File: src/hdl/sfrc_pkg.sv
package sfrc_pkg;

  localparam logic [7:0]  START_BYTE  = 8'hFD;
  localparam logic [7:0]  ESCAPE_BYTE = 8'hFC;
  localparam logic [7:0]  ESCAPE_MASK = 8'h80;
  localparam logic [15:0] CRC_POLY    = 16'h1002;
  localparam logic [15:0] CRC_INIT    = 16'hFFFF;
  localparam logic [3:0]  HDR_CONTROL = 4'd4;
  localparam logic [3:0]  HDR_SENDER_END = 4'd9;
  localparam logic [3:0]  DATA_PHASE  = 4'd15;
  localparam logic [6:0]  MAX_LEN_RESET = 7'd64;
  localparam logic [6:0]  CRC_BYTES   = 7'd2;
  localparam int          SENDER_FLAG_BIT = 3;

  typedef enum logic [1:0] {
    KIND_PAYLOAD    = 2'd0,
    KIND_EMPTY      = 2'd1,
    KIND_CRC_ERROR  = 2'd2,
    KIND_LEN_REJECT = 2'd3
  } kind_t;

  typedef enum logic [2:0] {
    ST_IDLE,
    ST_CRC,
    ST_ACT,
    ST_RD,
    ST_PLAY
  } state_t;

  typedef struct packed {
    kind_t       kind;
    logic [31:0] dest_address;
    logic [31:0] sender_address;
    logic [7:0]  control_byte;
    logic [5:0]  payload_length;
    logic [5:0]  byte_index;
    logic [7:0]  data_byte;
    logic        last;
  } result_t;

endpackage

File: src/hdl/sfrc_if.sv
interface sfrc_in_if;
  logic       valid;
  logic       ready;
  logic [7:0] rx_byte;

  modport source (output valid, output rx_byte, input ready);
  modport sink (input valid, input rx_byte, output ready);
endinterface

interface sfrc_out_if;
  logic        valid;
  logic        ready;
  logic [1:0]  kind;
  logic [31:0] dest_address;
  logic [31:0] sender_address;
  logic [7:0]  control_byte;
  logic [5:0]  payload_length;
  logic [5:0]  byte_index;
  logic [7:0]  data_byte;
  logic        last;

  modport source (output valid, output kind, output dest_address, output sender_address,
                  output control_byte, output payload_length, output byte_index,
                  output data_byte, output last, input ready);
  modport sink (input valid, input kind, input dest_address, input sender_address,
                input control_byte, input payload_length, input byte_index,
                input data_byte, input last, output ready);
endinterface

interface sfrc_cfg_if;
  logic       valid;
  logic       ready;
  logic [6:0] max_frame_length;

  modport source (output valid, output max_frame_length, input ready);
  modport sink (input valid, input max_frame_length, output ready);
endinterface

File: src/hdl/stuffed_frame_receiver_crc16_top.sv
// byte-stuffed frame receiver with crc-16 check
// in_ch: one raw line byte per item; out_ch: result items (payload bytes with the
// frame header, or a single status item); cfg_ch: write of max_frame_length, always ready
// an escape byte, or any byte outside a frame, is taken with no result
// a frame byte goes through accept, the bit-serial crc shifter and one step of
// header or data handling; the start byte goes through the shifter but has no handling step
// the last data byte of a good frame then plays the buffered payload out item by
// item (payload memory read, then output load); in_ch is not ready
// until the last payload item is loaded
// status items (crc error, rejected length, empty frame) are loaded into the output
// register by the byte handling
// the result sits in an output register; while out_ch stalls with an item in it,
// every frame byte waits in its handling cycle until that item is taken
// after reset no frame is open, the crc is preset and the length limit is 64;
// there is no clearing pass, the payload memory is only read after being written
module stuffed_frame_receiver_crc16_top #(
  parameter int BUFFER_BYTES = 64
) (
  input  logic        clk,
  input  logic        rst_n,
  sfrc_in_if.sink     in_ch,
  sfrc_out_if.source  out_ch,
  sfrc_cfg_if.sink    cfg_ch
);

  localparam int DEPTH = (BUFFER_BYTES < 64) ? BUFFER_BYTES : 64;
  localparam int AW    = $clog2(DEPTH);
  localparam logic [6:0] LEN_CAP = 7'(DEPTH);

  sfrc_pkg::state_t  state_r, state_nxt;
  logic [2:0]        bit_cnt_r, bit_cnt_nxt;
  logic              start_r, start_nxt;
  logic              esc_r, esc_nxt;
  logic              in_frame_r, in_frame_nxt;
  logic [3:0]        hdr_r, hdr_nxt;
  logic [6:0]        dpos_r, dpos_nxt;
  logic [15:0]       crc_r, crc_nxt;
  logic [7:0]        byte_r, byte_nxt;
  logic [31:0]       target_r, target_nxt;
  logic [31:0]       sender_r, sender_nxt;
  logic [7:0]        control_r, control_nxt;
  logic [6:0]        len_r, len_nxt;
  logic [5:0]        idx_r, idx_nxt;
  logic [6:0]        max_len_r;
  sfrc_pkg::result_t out_r, out_nxt;
  logic              out_valid_r, out_valid_nxt;
  logic [7:0]        rd_data_r;
  logic [7:0]        mem [0:DEPTH-1];

  logic        accept;
  logic        slot_free;
  logic [15:0] crc_step;
  logic [6:0]  limit;
  logic        in_hdr_target, in_hdr_ctrl, in_hdr_sender, in_hdr_len, in_data;
  logic [6:0]  dpos_inc;
  logic        frame_end;
  logic [5:0]  plen;
  logic        len_bad;
  logic        play_last;
  logic        mem_we;

  assign in_ch.ready  = (state_r == sfrc_pkg::ST_IDLE);
  assign accept       = in_ch.valid && in_ch.ready;
  assign slot_free    = !out_valid_r || out_ch.ready;
  assign cfg_ch.ready = 1'b1;

  // one crc bit per cycle, msb of the byte first
  assign crc_step = {crc_r[14:0], byte_r[3'd7 - bit_cnt_r]}
                  ^ (crc_r[15] ? sfrc_pkg::CRC_POLY : 16'h0000);

  assign limit = (max_len_r > LEN_CAP) ? LEN_CAP : max_len_r;

  assign in_hdr_target = (hdr_r < sfrc_pkg::HDR_CONTROL);
  assign in_hdr_ctrl   = (hdr_r == sfrc_pkg::HDR_CONTROL);
  assign in_hdr_sender = !in_hdr_target && !in_hdr_ctrl
                       && control_r[sfrc_pkg::SENDER_FLAG_BIT]
                       && (hdr_r < sfrc_pkg::HDR_SENDER_END);
  assign in_hdr_len    = !in_hdr_target && !in_hdr_ctrl && !in_hdr_sender
                       && (hdr_r != sfrc_pkg::DATA_PHASE);
  assign in_data       = (hdr_r == sfrc_pkg::DATA_PHASE);
  assign dpos_inc      = dpos_r + 7'd1;
  assign frame_end     = (dpos_inc == len_r);
  assign plen          = 6'(len_r - sfrc_pkg::CRC_BYTES);
  assign len_bad       = (byte_r < 8'd2) || (byte_r > {1'b0, limit});
  assign play_last     = ((idx_r + 6'd1) == plen);
  assign mem_we        = (state_r == sfrc_pkg::ST_ACT) && slot_free && in_data;

  // next state
  always_comb begin
    state_nxt = state_r;
    case (state_r)
      sfrc_pkg::ST_IDLE: begin
        if (accept) begin
          if (in_ch.rx_byte == sfrc_pkg::START_BYTE) begin
            state_nxt = sfrc_pkg::ST_CRC;
          end else if (in_ch.rx_byte == sfrc_pkg::ESCAPE_BYTE && !esc_r) begin
            state_nxt = sfrc_pkg::ST_IDLE;
          end else if (in_frame_r) begin
            state_nxt = sfrc_pkg::ST_CRC;
          end
        end
      end
      sfrc_pkg::ST_CRC: begin
        if (bit_cnt_r == 3'd7) begin
          state_nxt = start_r ? sfrc_pkg::ST_IDLE : sfrc_pkg::ST_ACT;
        end
      end
      sfrc_pkg::ST_ACT: begin
        if (slot_free) begin
          if (in_data && frame_end && crc_r == 16'h0000 && plen != 6'd0) begin
            state_nxt = sfrc_pkg::ST_RD;
          end else begin
            state_nxt = sfrc_pkg::ST_IDLE;
          end
        end
      end
      sfrc_pkg::ST_RD: begin
        state_nxt = sfrc_pkg::ST_PLAY;
      end
      sfrc_pkg::ST_PLAY: begin
        if (slot_free) begin
          state_nxt = play_last ? sfrc_pkg::ST_IDLE : sfrc_pkg::ST_RD;
        end
      end
      default: begin
        state_nxt = sfrc_pkg::ST_IDLE;
      end
    endcase
  end

  // datapath and outputs
  always_comb begin
    bit_cnt_nxt   = bit_cnt_r;
    start_nxt     = start_r;
    esc_nxt       = esc_r;
    in_frame_nxt  = in_frame_r;
    hdr_nxt       = hdr_r;
    dpos_nxt      = dpos_r;
    crc_nxt       = crc_r;
    byte_nxt      = byte_r;
    target_nxt    = target_r;
    sender_nxt    = sender_r;
    control_nxt   = control_r;
    len_nxt       = len_r;
    idx_nxt       = idx_r;
    out_nxt       = out_r;
    out_valid_nxt = out_valid_r && !out_ch.ready;
    case (state_r)
      sfrc_pkg::ST_IDLE: begin
        bit_cnt_nxt = 3'd0;
        if (accept) begin
          if (in_ch.rx_byte == sfrc_pkg::START_BYTE) begin
            in_frame_nxt = 1'b1;
            esc_nxt      = 1'b0;
            hdr_nxt      = 4'd0;
            dpos_nxt     = 7'd0;
            target_nxt   = 32'd0;
            sender_nxt   = 32'd0;
            crc_nxt      = sfrc_pkg::CRC_INIT;
            byte_nxt     = in_ch.rx_byte;
            start_nxt    = 1'b1;
          end else if (in_ch.rx_byte == sfrc_pkg::ESCAPE_BYTE && !esc_r) begin
            esc_nxt = 1'b1;
          end else if (in_frame_r) begin
            // a pending escape is consumed only by a byte inside a frame or by a start byte
            byte_nxt  = esc_r ? (in_ch.rx_byte | sfrc_pkg::ESCAPE_MASK) : in_ch.rx_byte;
            esc_nxt   = 1'b0;
            start_nxt = 1'b0;
          end
        end
      end
      sfrc_pkg::ST_CRC: begin
        crc_nxt     = crc_step;
        bit_cnt_nxt = bit_cnt_r + 3'd1;
      end
      sfrc_pkg::ST_ACT: begin
        if (slot_free) begin
          if (in_hdr_target) begin
            target_nxt = {target_r[23:0], byte_r};
            hdr_nxt    = hdr_r + 4'd1;
          end else if (in_hdr_ctrl) begin
            control_nxt = byte_r;
            hdr_nxt     = hdr_r + 4'd1;
          end else if (in_hdr_sender) begin
            sender_nxt = {sender_r[23:0], byte_r};
            hdr_nxt    = hdr_r + 4'd1;
          end else if (in_hdr_len) begin
            hdr_nxt = sfrc_pkg::DATA_PHASE;
            if (len_bad) begin
              len_nxt                = 7'd0;
              in_frame_nxt           = 1'b0;
              out_valid_nxt          = 1'b1;
              out_nxt.kind           = sfrc_pkg::KIND_LEN_REJECT;
              out_nxt.dest_address   = target_r;
              out_nxt.sender_address = sender_r;
              out_nxt.control_byte   = control_r;
              out_nxt.payload_length = 6'd0;
              out_nxt.byte_index     = 6'd0;
              out_nxt.data_byte      = 8'd0;
              out_nxt.last           = 1'b1;
            end else begin
              len_nxt = byte_r[6:0];
            end
          end else begin
            dpos_nxt = dpos_inc;
            if (frame_end) begin
              in_frame_nxt           = 1'b0;
              idx_nxt                = 6'd0;
              out_nxt.dest_address   = target_r;
              out_nxt.sender_address = sender_r;
              out_nxt.control_byte   = control_r;
              out_nxt.byte_index     = 6'd0;
              out_nxt.data_byte      = 8'd0;
              out_nxt.last           = 1'b1;
              if (crc_r != 16'h0000) begin
                out_valid_nxt          = 1'b1;
                out_nxt.kind           = sfrc_pkg::KIND_CRC_ERROR;
                out_nxt.payload_length = plen;
              end else if (plen == 6'd0) begin
                out_valid_nxt          = 1'b1;
                out_nxt.kind           = sfrc_pkg::KIND_EMPTY;
                out_nxt.payload_length = 6'd0;
              end
            end
          end
        end
      end
      sfrc_pkg::ST_RD: begin
        // memory read of idx_r lands in rd_data_r
      end
      sfrc_pkg::ST_PLAY: begin
        if (slot_free) begin
          out_valid_nxt          = 1'b1;
          out_nxt.kind           = sfrc_pkg::KIND_PAYLOAD;
          out_nxt.dest_address   = target_r;
          out_nxt.sender_address = sender_r;
          out_nxt.control_byte   = control_r;
          out_nxt.payload_length = plen;
          out_nxt.byte_index     = idx_r;
          out_nxt.data_byte      = rd_data_r;
          out_nxt.last           = play_last;
          idx_nxt                = idx_r + 6'd1;
        end
      end
      default: begin
      end
    endcase
  end

  always_ff @(posedge clk) begin
    if (!rst_n) begin
      state_r     <= sfrc_pkg::ST_IDLE;
      bit_cnt_r   <= 3'd0;
      start_r     <= 1'b0;
      esc_r       <= 1'b0;
      in_frame_r  <= 1'b0;
      hdr_r       <= 4'd0;
      dpos_r      <= 7'd0;
      crc_r       <= sfrc_pkg::CRC_INIT;
      target_r    <= 32'd0;
      sender_r    <= 32'd0;
      control_r   <= 8'd0;
      len_r       <= 7'd0;
      idx_r       <= 6'd0;
      max_len_r   <= sfrc_pkg::MAX_LEN_RESET;
      out_valid_r <= 1'b0;
    end else begin
      state_r     <= state_nxt;
      bit_cnt_r   <= bit_cnt_nxt;
      start_r     <= start_nxt;
      esc_r       <= esc_nxt;
      in_frame_r  <= in_frame_nxt;
      hdr_r       <= hdr_nxt;
      dpos_r      <= dpos_nxt;
      crc_r       <= crc_nxt;
      target_r    <= target_nxt;
      sender_r    <= sender_nxt;
      control_r   <= control_nxt;
      len_r       <= len_nxt;
      idx_r       <= idx_nxt;
      out_valid_r <= out_valid_nxt;
      if (cfg_ch.valid && cfg_ch.ready) begin
        max_len_r <= cfg_ch.max_frame_length;
      end
    end
  end

  always_ff @(posedge clk) begin
    byte_r <= byte_nxt;
    out_r  <= out_nxt;
  end

  // payload buffer
  always_ff @(posedge clk) begin
    if (mem_we) begin
      mem[dpos_r[AW-1:0]] <= byte_r;
    end
    rd_data_r <= mem[idx_r[AW-1:0]];
  end

  assign out_ch.valid          = out_valid_r;
  assign out_ch.kind           = out_r.kind;
  assign out_ch.dest_address   = out_r.dest_address;
  assign out_ch.sender_address = out_r.sender_address;
  assign out_ch.control_byte   = out_r.control_byte;
  assign out_ch.payload_length = out_r.payload_length;
  assign out_ch.byte_index     = out_r.byte_index;
  assign out_ch.data_byte      = out_r.data_byte;
  assign out_ch.last           = out_r.last;

endmodule

File: src/flat_wrapper.sv
// flat-port wrapper written by rule: the top's interface ports become plain ports
module stuffed_frame_receiver_crc16_top_flat 
#(
  parameter int BUFFER_BYTES = 64
)
  (clk, rst_n, in_ch_valid, in_ch_rx_byte, in_ch_ready, out_ch_valid, out_ch_kind, out_ch_dest_address, out_ch_sender_address, out_ch_control_byte, out_ch_payload_length, out_ch_byte_index, out_ch_data_byte, out_ch_last, out_ch_ready, cfg_ch_valid, cfg_ch_max_frame_length, cfg_ch_ready);
  sfrc_in_if in_ch_i ();
  sfrc_out_if out_ch_i ();
  sfrc_cfg_if cfg_ch_i ();
  input  logic clk;
  input  logic rst_n;
  input wire logic [$bits(in_ch_i.valid)-1:0] in_ch_valid;
  input wire logic [$bits(in_ch_i.rx_byte)-1:0] in_ch_rx_byte;
  output wire logic [$bits(in_ch_i.ready)-1:0] in_ch_ready;
  output wire logic [$bits(out_ch_i.valid)-1:0] out_ch_valid;
  output wire logic [$bits(out_ch_i.kind)-1:0] out_ch_kind;
  output wire logic [$bits(out_ch_i.dest_address)-1:0] out_ch_dest_address;
  output wire logic [$bits(out_ch_i.sender_address)-1:0] out_ch_sender_address;
  output wire logic [$bits(out_ch_i.control_byte)-1:0] out_ch_control_byte;
  output wire logic [$bits(out_ch_i.payload_length)-1:0] out_ch_payload_length;
  output wire logic [$bits(out_ch_i.byte_index)-1:0] out_ch_byte_index;
  output wire logic [$bits(out_ch_i.data_byte)-1:0] out_ch_data_byte;
  output wire logic [$bits(out_ch_i.last)-1:0] out_ch_last;
  input wire logic [$bits(out_ch_i.ready)-1:0] out_ch_ready;
  input wire logic [$bits(cfg_ch_i.valid)-1:0] cfg_ch_valid;
  input wire logic [$bits(cfg_ch_i.max_frame_length)-1:0] cfg_ch_max_frame_length;
  output wire logic [$bits(cfg_ch_i.ready)-1:0] cfg_ch_ready;
  assign in_ch_i.valid = in_ch_valid;
  assign in_ch_i.rx_byte = in_ch_rx_byte;
  assign in_ch_ready = in_ch_i.ready;
  assign out_ch_valid = out_ch_i.valid;
  assign out_ch_kind = out_ch_i.kind;
  assign out_ch_dest_address = out_ch_i.dest_address;
  assign out_ch_sender_address = out_ch_i.sender_address;
  assign out_ch_control_byte = out_ch_i.control_byte;
  assign out_ch_payload_length = out_ch_i.payload_length;
  assign out_ch_byte_index = out_ch_i.byte_index;
  assign out_ch_data_byte = out_ch_i.data_byte;
  assign out_ch_last = out_ch_i.last;
  assign out_ch_i.ready = out_ch_ready;
  assign cfg_ch_i.valid = cfg_ch_valid;
  assign cfg_ch_i.max_frame_length = cfg_ch_max_frame_length;
  assign cfg_ch_ready = cfg_ch_i.ready;
  stuffed_frame_receiver_crc16_top #(.BUFFER_BYTES(BUFFER_BYTES)) u_core (.clk(clk), .rst_n(rst_n), .in_ch(in_ch_i), .out_ch(out_ch_i), .cfg_ch(cfg_ch_i));
endmodule
File: config.mk
export PLATFORM = sky130hd
export DESIGN_NAME = stuffed_frame_receiver_crc16_top_flat
export DESIGN_NICKNAME = d
export VERILOG_FILES = /design/src/hdl/sfrc_pkg.sv /design/src/hdl/sfrc_if.sv /design/src/hdl/stuffed_frame_receiver_crc16_top.sv /design/src/flat_wrapper.sv
export SDC_FILE = /design/constraint.sdc
export NUM_CORES = 1
export LEC_CHECK = 0
export ABC_AREA = 1
export BUFFER_PORTS_ARGS = -buffer_cell sky130_fd_sc_hd__buf_4
export CAP_MARGIN = 0
export CORE_MARGIN = 2
export CORE_UTILIZATION = 61
export DETAILED_ROUTE_END_ITERATION = 12
export MAX_ROUTING_LAYER = met4
export PLACE_DENSITY = 0.82
export REMOVE_ABC_BUFFERS = 1
export SYNTH_ARGS = -nofsm -noshare
export SYNTH_HDL_FRONTEND = slang
export SYNTH_SLANG_ARGS = --single-unit
File: constraint.sdc
create_clock -name clk -period 9 [get_ports clk]
set_clock_uncertainty 0.15 [all_clocks]
set_input_delay 1.35 -clock clk [delete_from_list [all_inputs] [get_ports clk]]
set_output_delay 1.35 -clock clk [all_outputs]
set_load 0.01 [all_outputs]
==> flow_summary.yaml, run 1 <==
final_layout:
  final_common_cell: "edfxtp_1"
  finalNetCount: 2733
  antenna_cells_inserted: 0
  syn_to_final_growth_pct: 12.4
  drive_above_1_share_pct: 11.2
  layout_common_cells: "615 x edfxtp_1, 482 x nor2_1, 321 x o21ai_0"
clock_tree:
  postCtsResizedCells: 0
  cts_made_buffers: 74
  clk-insertion-delay-late_ns: 0.61
  postCtsHoldBufs: 0
  cts.sinks: 752
  clk_path_buf_depth: 3
  root_buffer_master: "clkbuf_16"
  clk_pin_slew_ns: 0.06
  h-tree-depth: 3
  tritoncts: "done"
  post_cts_buffers: 0
synth:
  ys.warnings.count: 0
  syn_area_cell_um2: 11.4
  post_synth_instance_area_um2: 30000
  synth-edff-count: 615
  synthFlopType: "edfxtp_1"
  syn_inst: 2637
  synth_seq_cells: 752
  synth_async_sr_flop_share_pct: 0
  synth.yosys.seq_area_share_pct: 70.8
  yosys.cell_types.count: 43
floorplanning:
  initial_utilization_pct: 61.5
  row_count: 81
  die_width_um: 226
  floorplan.die.height_um: 226
  core_region_area_um2: 48700
  design.die.area_um2: 50900
  io_pins: 118
route:
  route.vias.total: 21200
  routed_wire_length_per_instance_um: 22.2
  detail-route-antenna-nets: 0
  routed_via_density: 6.19
  postRouteWirelength_um: 75800
  drtPass1Iterations: 6
  dr.first_iter.drc_count: 2860
  drc_errors: 0
timing:
  finalSetupViolations: 0
  slew_violations: 0
  timing.final.crit_period_ns: 4.02
  worst_slew_pin_slew_ns: 1.10
  totalNegativeSetupSlack_ns: 0
  final_hold_viol_count: 0
  rsz_0062_raised_after_global_routing: "no"
  maxSlewHeadroom_pct: 26.7
  worst_hold_slack_after_final_layout_ns: 0.280
  final_worst_path_period_share_pct: 44.7
  fmax_mhz: 249
worst_setup_path:
  cp-end-kind: "register"
  r2r_cells: 13
  r2r_setup_slack_ns: 4.98
  cp_max_fo: 76
  worst-endpoint-required_ns: 9.08
  setup.worst_path.end: "u_core.out_ch.dest_address[8]$_DFFE_PP_"
  critical_path_class: "reg -> reg"
  start_kind: "register"
  timing.critical_path.from: "u_core.byte_r[0]$_DFFE_PP_"
  rr_startpoint: "u_core.byte_r[0]$_DFFE_PP_"
  cp.arrival_ns: 4.10
  r2r-end: "u_core.out_ch.dest_address[8]$_DFFE_PP_"
global_route:
  grt_first_pass_wirelength_um: 113000
  vias_in_the_first_global_route: 20000
  grt.total_usage_pct: 30.4
  grt_max_degree: 157
  gr-total-overflow: 0
  antenna_violations_before_repair: 0
place:
  numPortBuffers: 116
  hpwl_um: 44000
  global_placer_s_final_weighted_congestion: 0.942
power:
  power_per_cell_area_nw_per_um2: 210
  leakage_nw: 11.6
  vdd_drop_max_uv: 175
hold_path:
  worst_hold_path_type: "reg -> reg"
job:
  max_cap_violations: 0
run_status:
  status: "completed"
[cells in the mapped netlist, drive strengths merged (4+ instances only)]
| library cell | instances | area share (%) |
|---|---|---|
| clkbuf | 92 | 1.2 |
| o211ai | 4 | 0.10 |
| clkinv | 4 | 0.071 |
| edfxtp | 615 | 62 |
| inv | 142 | 1.8 |
| nand2 | 336 | 4.4 |
| nand3 | 61 | 1.2 |
| o21ai | 363 | 6.1 |
| a21oi | 108 | 1.8 |
| ha | 15 | 0.63 |
| dfxtp | 137 | 9.2 |
| xor2 | 4 | 0.12 |
| buf | 59 | 1.2 |
| o22ai | 174 | 3.6 |
| or2 | 6 | 0.13 |
| nand4 | 12 | 0.30 |
| nor2 | 492 | 6.4 |
[stage by stage]
| stage | power [mW] | setup WS [ns] | instance area (um^2) | utilization [%] | cells |
|---|---|---|---|---|---|
| floorplan | 3.89 | 0.274 | 29300 | - | 2486 |
| global placement | 3.95 | 5.05 | 31100 | 63.9 | 3286 |
| detailed placement | 3.95 | 5.02 | 31100 | 63.9 | 3286 |
| CTS | 7.08 | 5.05 | 33700 | 69.1 | 3421 |
| global route | 7.23 | 4.72 | 33700 | 69.1 | 3421 |
| finish | 7.07 | 4.98 | 33700 | 69.1 | 3421 |
[layer usage]
metal	global-route usage [%]	share of wire (%)	up-vias
li1	-	-	9414
met1	40.0	38	10200
met2	47.6	48	1352
met3	4.93	9.8	244
met4	12.6	4.0	0
met5	-	0	-
[critical path, cell delays in order (launching register included)]
cell and delay (ns):
edfxtp_1 0.32, buf_4 0.74, inv_1 0.21, ha_1 0.26
nor2_1 0.09, o21ai_0 0.08, nand2_1 0.07, nand2_1 0.05
nand2_1 0.06, nand2_1 0.08, nand3_1 0.11, inv_1 0.09
nor2_4 0.41, buf_4 0.84
[worst min-delay path by stage]
stage,start,end,slack (ns),cells after the start
2_1_floorplan,u_core.control_r[0]$_SDFFE_PN0P_,u_core.out_ch.control_byte[0]$_DFFE_PP_,0.25,0
3_3_place_gp,u_core.control_r[5]$_SDFFE_PN0P_,u_core.out_ch.control_byte[5]$_DFFE_PP_,0.26,0
3_5_place_dp,u_core.control_r[4]$_SDFFE_PN0P_,u_core.out_ch.control_byte[4]$_DFFE_PP_,0.26,0
4_1_cts,u_core.control_r[4]$_SDFFE_PN0P_,u_core.out_ch.control_byte[4]$_DFFE_PP_,0.27,0
5_1_grt,u_core.target_r[19]$_SDFFE_PN0P_,u_core.out_ch.dest_address[19]$_DFFE_PP_,0.29,0
6_report,u_core.sender_r[26]$_SDFFE_PN0P_,u_core.out_ch.sender_address[26]$_DFFE_PP_,0.28,0
[cell type report]
class / instances / area [um^2]
sequential: 752 / 21200
clock inverter: 40 / 437
fill: 3282 / 15100
clock buffer: 95 / 2100
tap: 664 / 831
inverter: 146 / 559
timing repair buffer: 136 / 1020
multi-input combinational: 1588 / 7510
[logic make-up (layout without fill, tap and decap cells)]
kind of cell             after synthesis  after routing  share of synthesized area, %
flip-flops                           752            752                          70.8
adder cells (fa/ha/maj)               15             15                         0.626
AND/OR/NAND/NOR                      913            913                          12.5
XOR/XNOR                               6              6                         0.175
buffers and inverters                297            417                          4.18
AO/OA/AOI/OAI                        653            653                          11.7
other                                  1              1                        0.0125
[power by group]
| group | internal [mW] | switching, mW |
|---|---|---|
| Clock | 1.91 | 1.28 |
| Sequential | 3.74 | 0.00785 |
| Combinational | 0.0349 | 0.0998 |
[registers in the layout, summed over array words and instances (netlist names), 3 cells and up]
signal	flops
u_core.out_ch.dest_address	32
u_core.rd_data_r	8
u_core.len_r	7
u_core.bit_cnt_r	3
u_core.out_ch.control_byte	8
u_core.target_r	32
u_core.hdr_r	4
u_core.max_len_r	7
u_core.sender_r	32
u_core.out_ch.byte_index	6
u_core.crc_r	16
u_core.mem	512
u_core.out_ch.payload_length	6
u_core.idx_r	6
u_core.out_ch.sender_address	32
u_core.dpos_r	7
u_core.state_r	3
u_core.byte_r	8
u_core.out_ch.data_byte	8
u_core.control_r	8
(Power assumes the default switching activity.)
==> inputs of run 2 (changes only) <==
Clock period 9 ns to 3.7 ns, I/O delays scaled along.
==> run 2 against run 1 <==
Effect of this change:
- the flow now finishes with violations (design-rule violations)
- clock-buffer cell count rose by 1
- sequential share of layout area fell by 0.19 points
- clock power rose by 130%
- worst setup slack got worse by 4.6 ns
- fmax rose by 21%
- combinational power rose to 2.5 times the previous value
- global-route usage rose by 0.38 points
- largest cell class unchanged
- hold slack got worse by 0.24 ns
- largest power group unchanged
- final area rose by 0.30%
- cell count rose by 0.58%
- highest routed layer unchanged
- via count rose by 0.33%
==> flow_summary.yaml, run 2 (synthesis results as in run 1) <==
hold_path:
  hold_depth: 3
  worst_hold_path_type: "in -> reg"
final_layout:
  final_common_cell: "edfxtp_1"
  final_core_utilization_pct: 69.3
  finalNetCount: 2755
  syn_to_final_growth_pct: 12.7
  drive_above_1_share_pct: 11.5
  largest_register_ffs: 512
  fillerInstances: 3234
  antenna_cells_inserted: 0
  layout_common_cells: "615 x edfxtp_1, 482 x nor2_1, 321 x o21ai_0"
clock_tree:
  clk_path_buf_depth: 3
  post_cts_buffers: 0
  clk_pin_slew_ns: 0.06
  root_buffer_master: "clkbuf_16"
  cts.sinks: 752
  postCtsResizedCells: 0
  clk-insertion-delay-late_ns: 0.61
  cts_made_buffers: 73
  h-tree-depth: 3
  tritoncts: "done"
route:
  dr.first_iter.drc_count: 2706
  drtPass1Iterations: 10
  routed_wire_length_per_instance_um: 22.1
  routed_via_density: 6.17
  route.vias.total: 21200
  detail-route-antenna-nets: 0
  drc_errors: 1
  postRouteWirelength_um: 76100
timing:
  fmax_mhz: 300
  worst_slew_pin_slew_ns: 1.03
  final_worst_path_period_share_pct: 90.1
  fin_ws_ns: 0.368
  timing.final.crit_period_ns: 3.33
  final_hold_viol_count: 0
  maxSlewHeadroom_pct: 31.3
  slew_violations: 0
  rsz_0062_raised_after_global_routing: "no"
  finalSetupViolations: 0
run_status:
  status: "finished, violations left"
  violations_in_the_final_reports: "design-rule violations"
power:
  total_chip_power_mw: 16.8
  power_per_cell_area_nw_per_um2: 499
  vdd_drop_max_uv: 393
  leakage_nw: 11.7
worst_setup_path:
  start_kind: "register"
  cp-end-kind: "register"
  logic_depth_of_the_worst_path_buffers_included: 8
  critical_path_class: "reg -> reg"
  critPathBufInv: 2
  cp_max_fo: 14
  cpLargestDelayFamily: "simple AND/OR/NAND/NOR gates"
  worst-endpoint-required_ns: 3.79
  slowest_stage: "nor2_1"
  worst_path_largest_cell_delay_ns: 0.72
  r2r_cells: 8
  cp.arrival_ns: 3.42
  crit_top_cell: "nor2_4"
  worstPathCellList: "inv_2, nor2_4, nand2_2, nor2_4, inv_1, nor2_4, nand3_2, nor2_1"
floorplanning:
  design.die.area_um2: 50900
  row_count: 81
  core_region_area_um2: 48700
  initial_utilization_pct: 61.5
  die_width_um: 226
  io_pins: 118
  floorplan.die.height_um: 226
job:
  max_cap_violations: 0
place:
  global_placer_s_final_weighted_congestion: 0.958
  numPortBuffers: 116
  preCtsSetupSlack_ns: 0.452
  hpwl_um: 45100
global_route:
  antenna_violations_before_repair: 0
  grt_first_pass_wirelength_um: 115000
  gr-total-overflow: 0
  grt_max_degree: 148
  grt.total_usage_pct: 30.8
  vias_in_the_first_global_route: 20900
## run 2: changes by cell type in the layout (fill, tap and decap cells not counted), sizes merged
| cell | before | now |
|---|---|---|
| bufinv | 9 | 7 |
| buf | 136 | 152 |
| dlygate4sd3 | 0 | 7 |
| clkbuf | 95 | 96 |
| inv | 144 | 143 |
| clkinvlp | 2 | 1 |
## run 2: layer usage
layer / wire [um] / global-route usage, %
met2: 37400 / 49.9
met1: 28200 / 38.0
met3: 7090 / 5.62
met5: 0 / -
met4: 3360 / 14.1
## run 2: worst min-delay path, cell delays in order
cell and delay (ns):
buf_4 0.09, a21oi_1 0.05, o21ai_0 0.07
## run 2: worst paths after layout
path | slack [ns] | endpoint | startpoint
worst min register to register | 0.28 | u_core.out_ch.control_byte[7]$_DFFE_PP_ | u_core.control_r[7]$_SDFFE_PN0P_
worst max-delay path | 0.37 | u_core.mem[20][7]$_DFFE_PP_ | u_core.state_r[1]$_SDFFE_PN0P_
worst max register to register | 0.37 | u_core.mem[20][7]$_DFFE_PP_ | u_core.state_r[1]$_SDFFE_PN0P_
worst min-delay path | 0.04 | u_core.max_len_r[6]$_SDFFE_PN1P_ | cfg_ch_max_frame_length[6]
## run 2: layout make-up
class / instances / area, um^2 / share of cell area, %
flip-flops and latches: 752 / 21200 / 62.8
multi-input cells: 1588 / 7510 / 22.2
clock buffers: 96 / 2020 / 5.97
repair buffers: 159 / 1270 / 3.77
well taps: 664 / 831 / 2.46
inverters: 146 / 559 / 1.66
clock inverters: 36 / 364 / 1.08
## run 2: timing repair
item	in CTS	in global routing
endpoints found under the setup margin	0	0
hold endpoints to repair	7	0
hold buffers	7	0
## run 2: metrics by stage
step                      std cells  area, um^2  TNS (ns)  hold WS [ns]
final                          3441       33800         0        0.0443
after global routing           3441       33800         0        0.0335
after CTS                      3441       33800         0        0.0152
after detailed placement       3302       31300         0         0.262
after global placement         3302       31300         0         0.260
after floorplan                2486       29300   -294.89         0.253
## run 2: power by group
part	internal (mW)	total, mW	switching, mW	leakage [nW]
clock	4.33	7.40	3.07	1.17
combinational	0.0925	0.338	0.245	3.86
sequential	9.09	9.11	0.0208	6.64
total	13.5	16.8	3.34	11.7
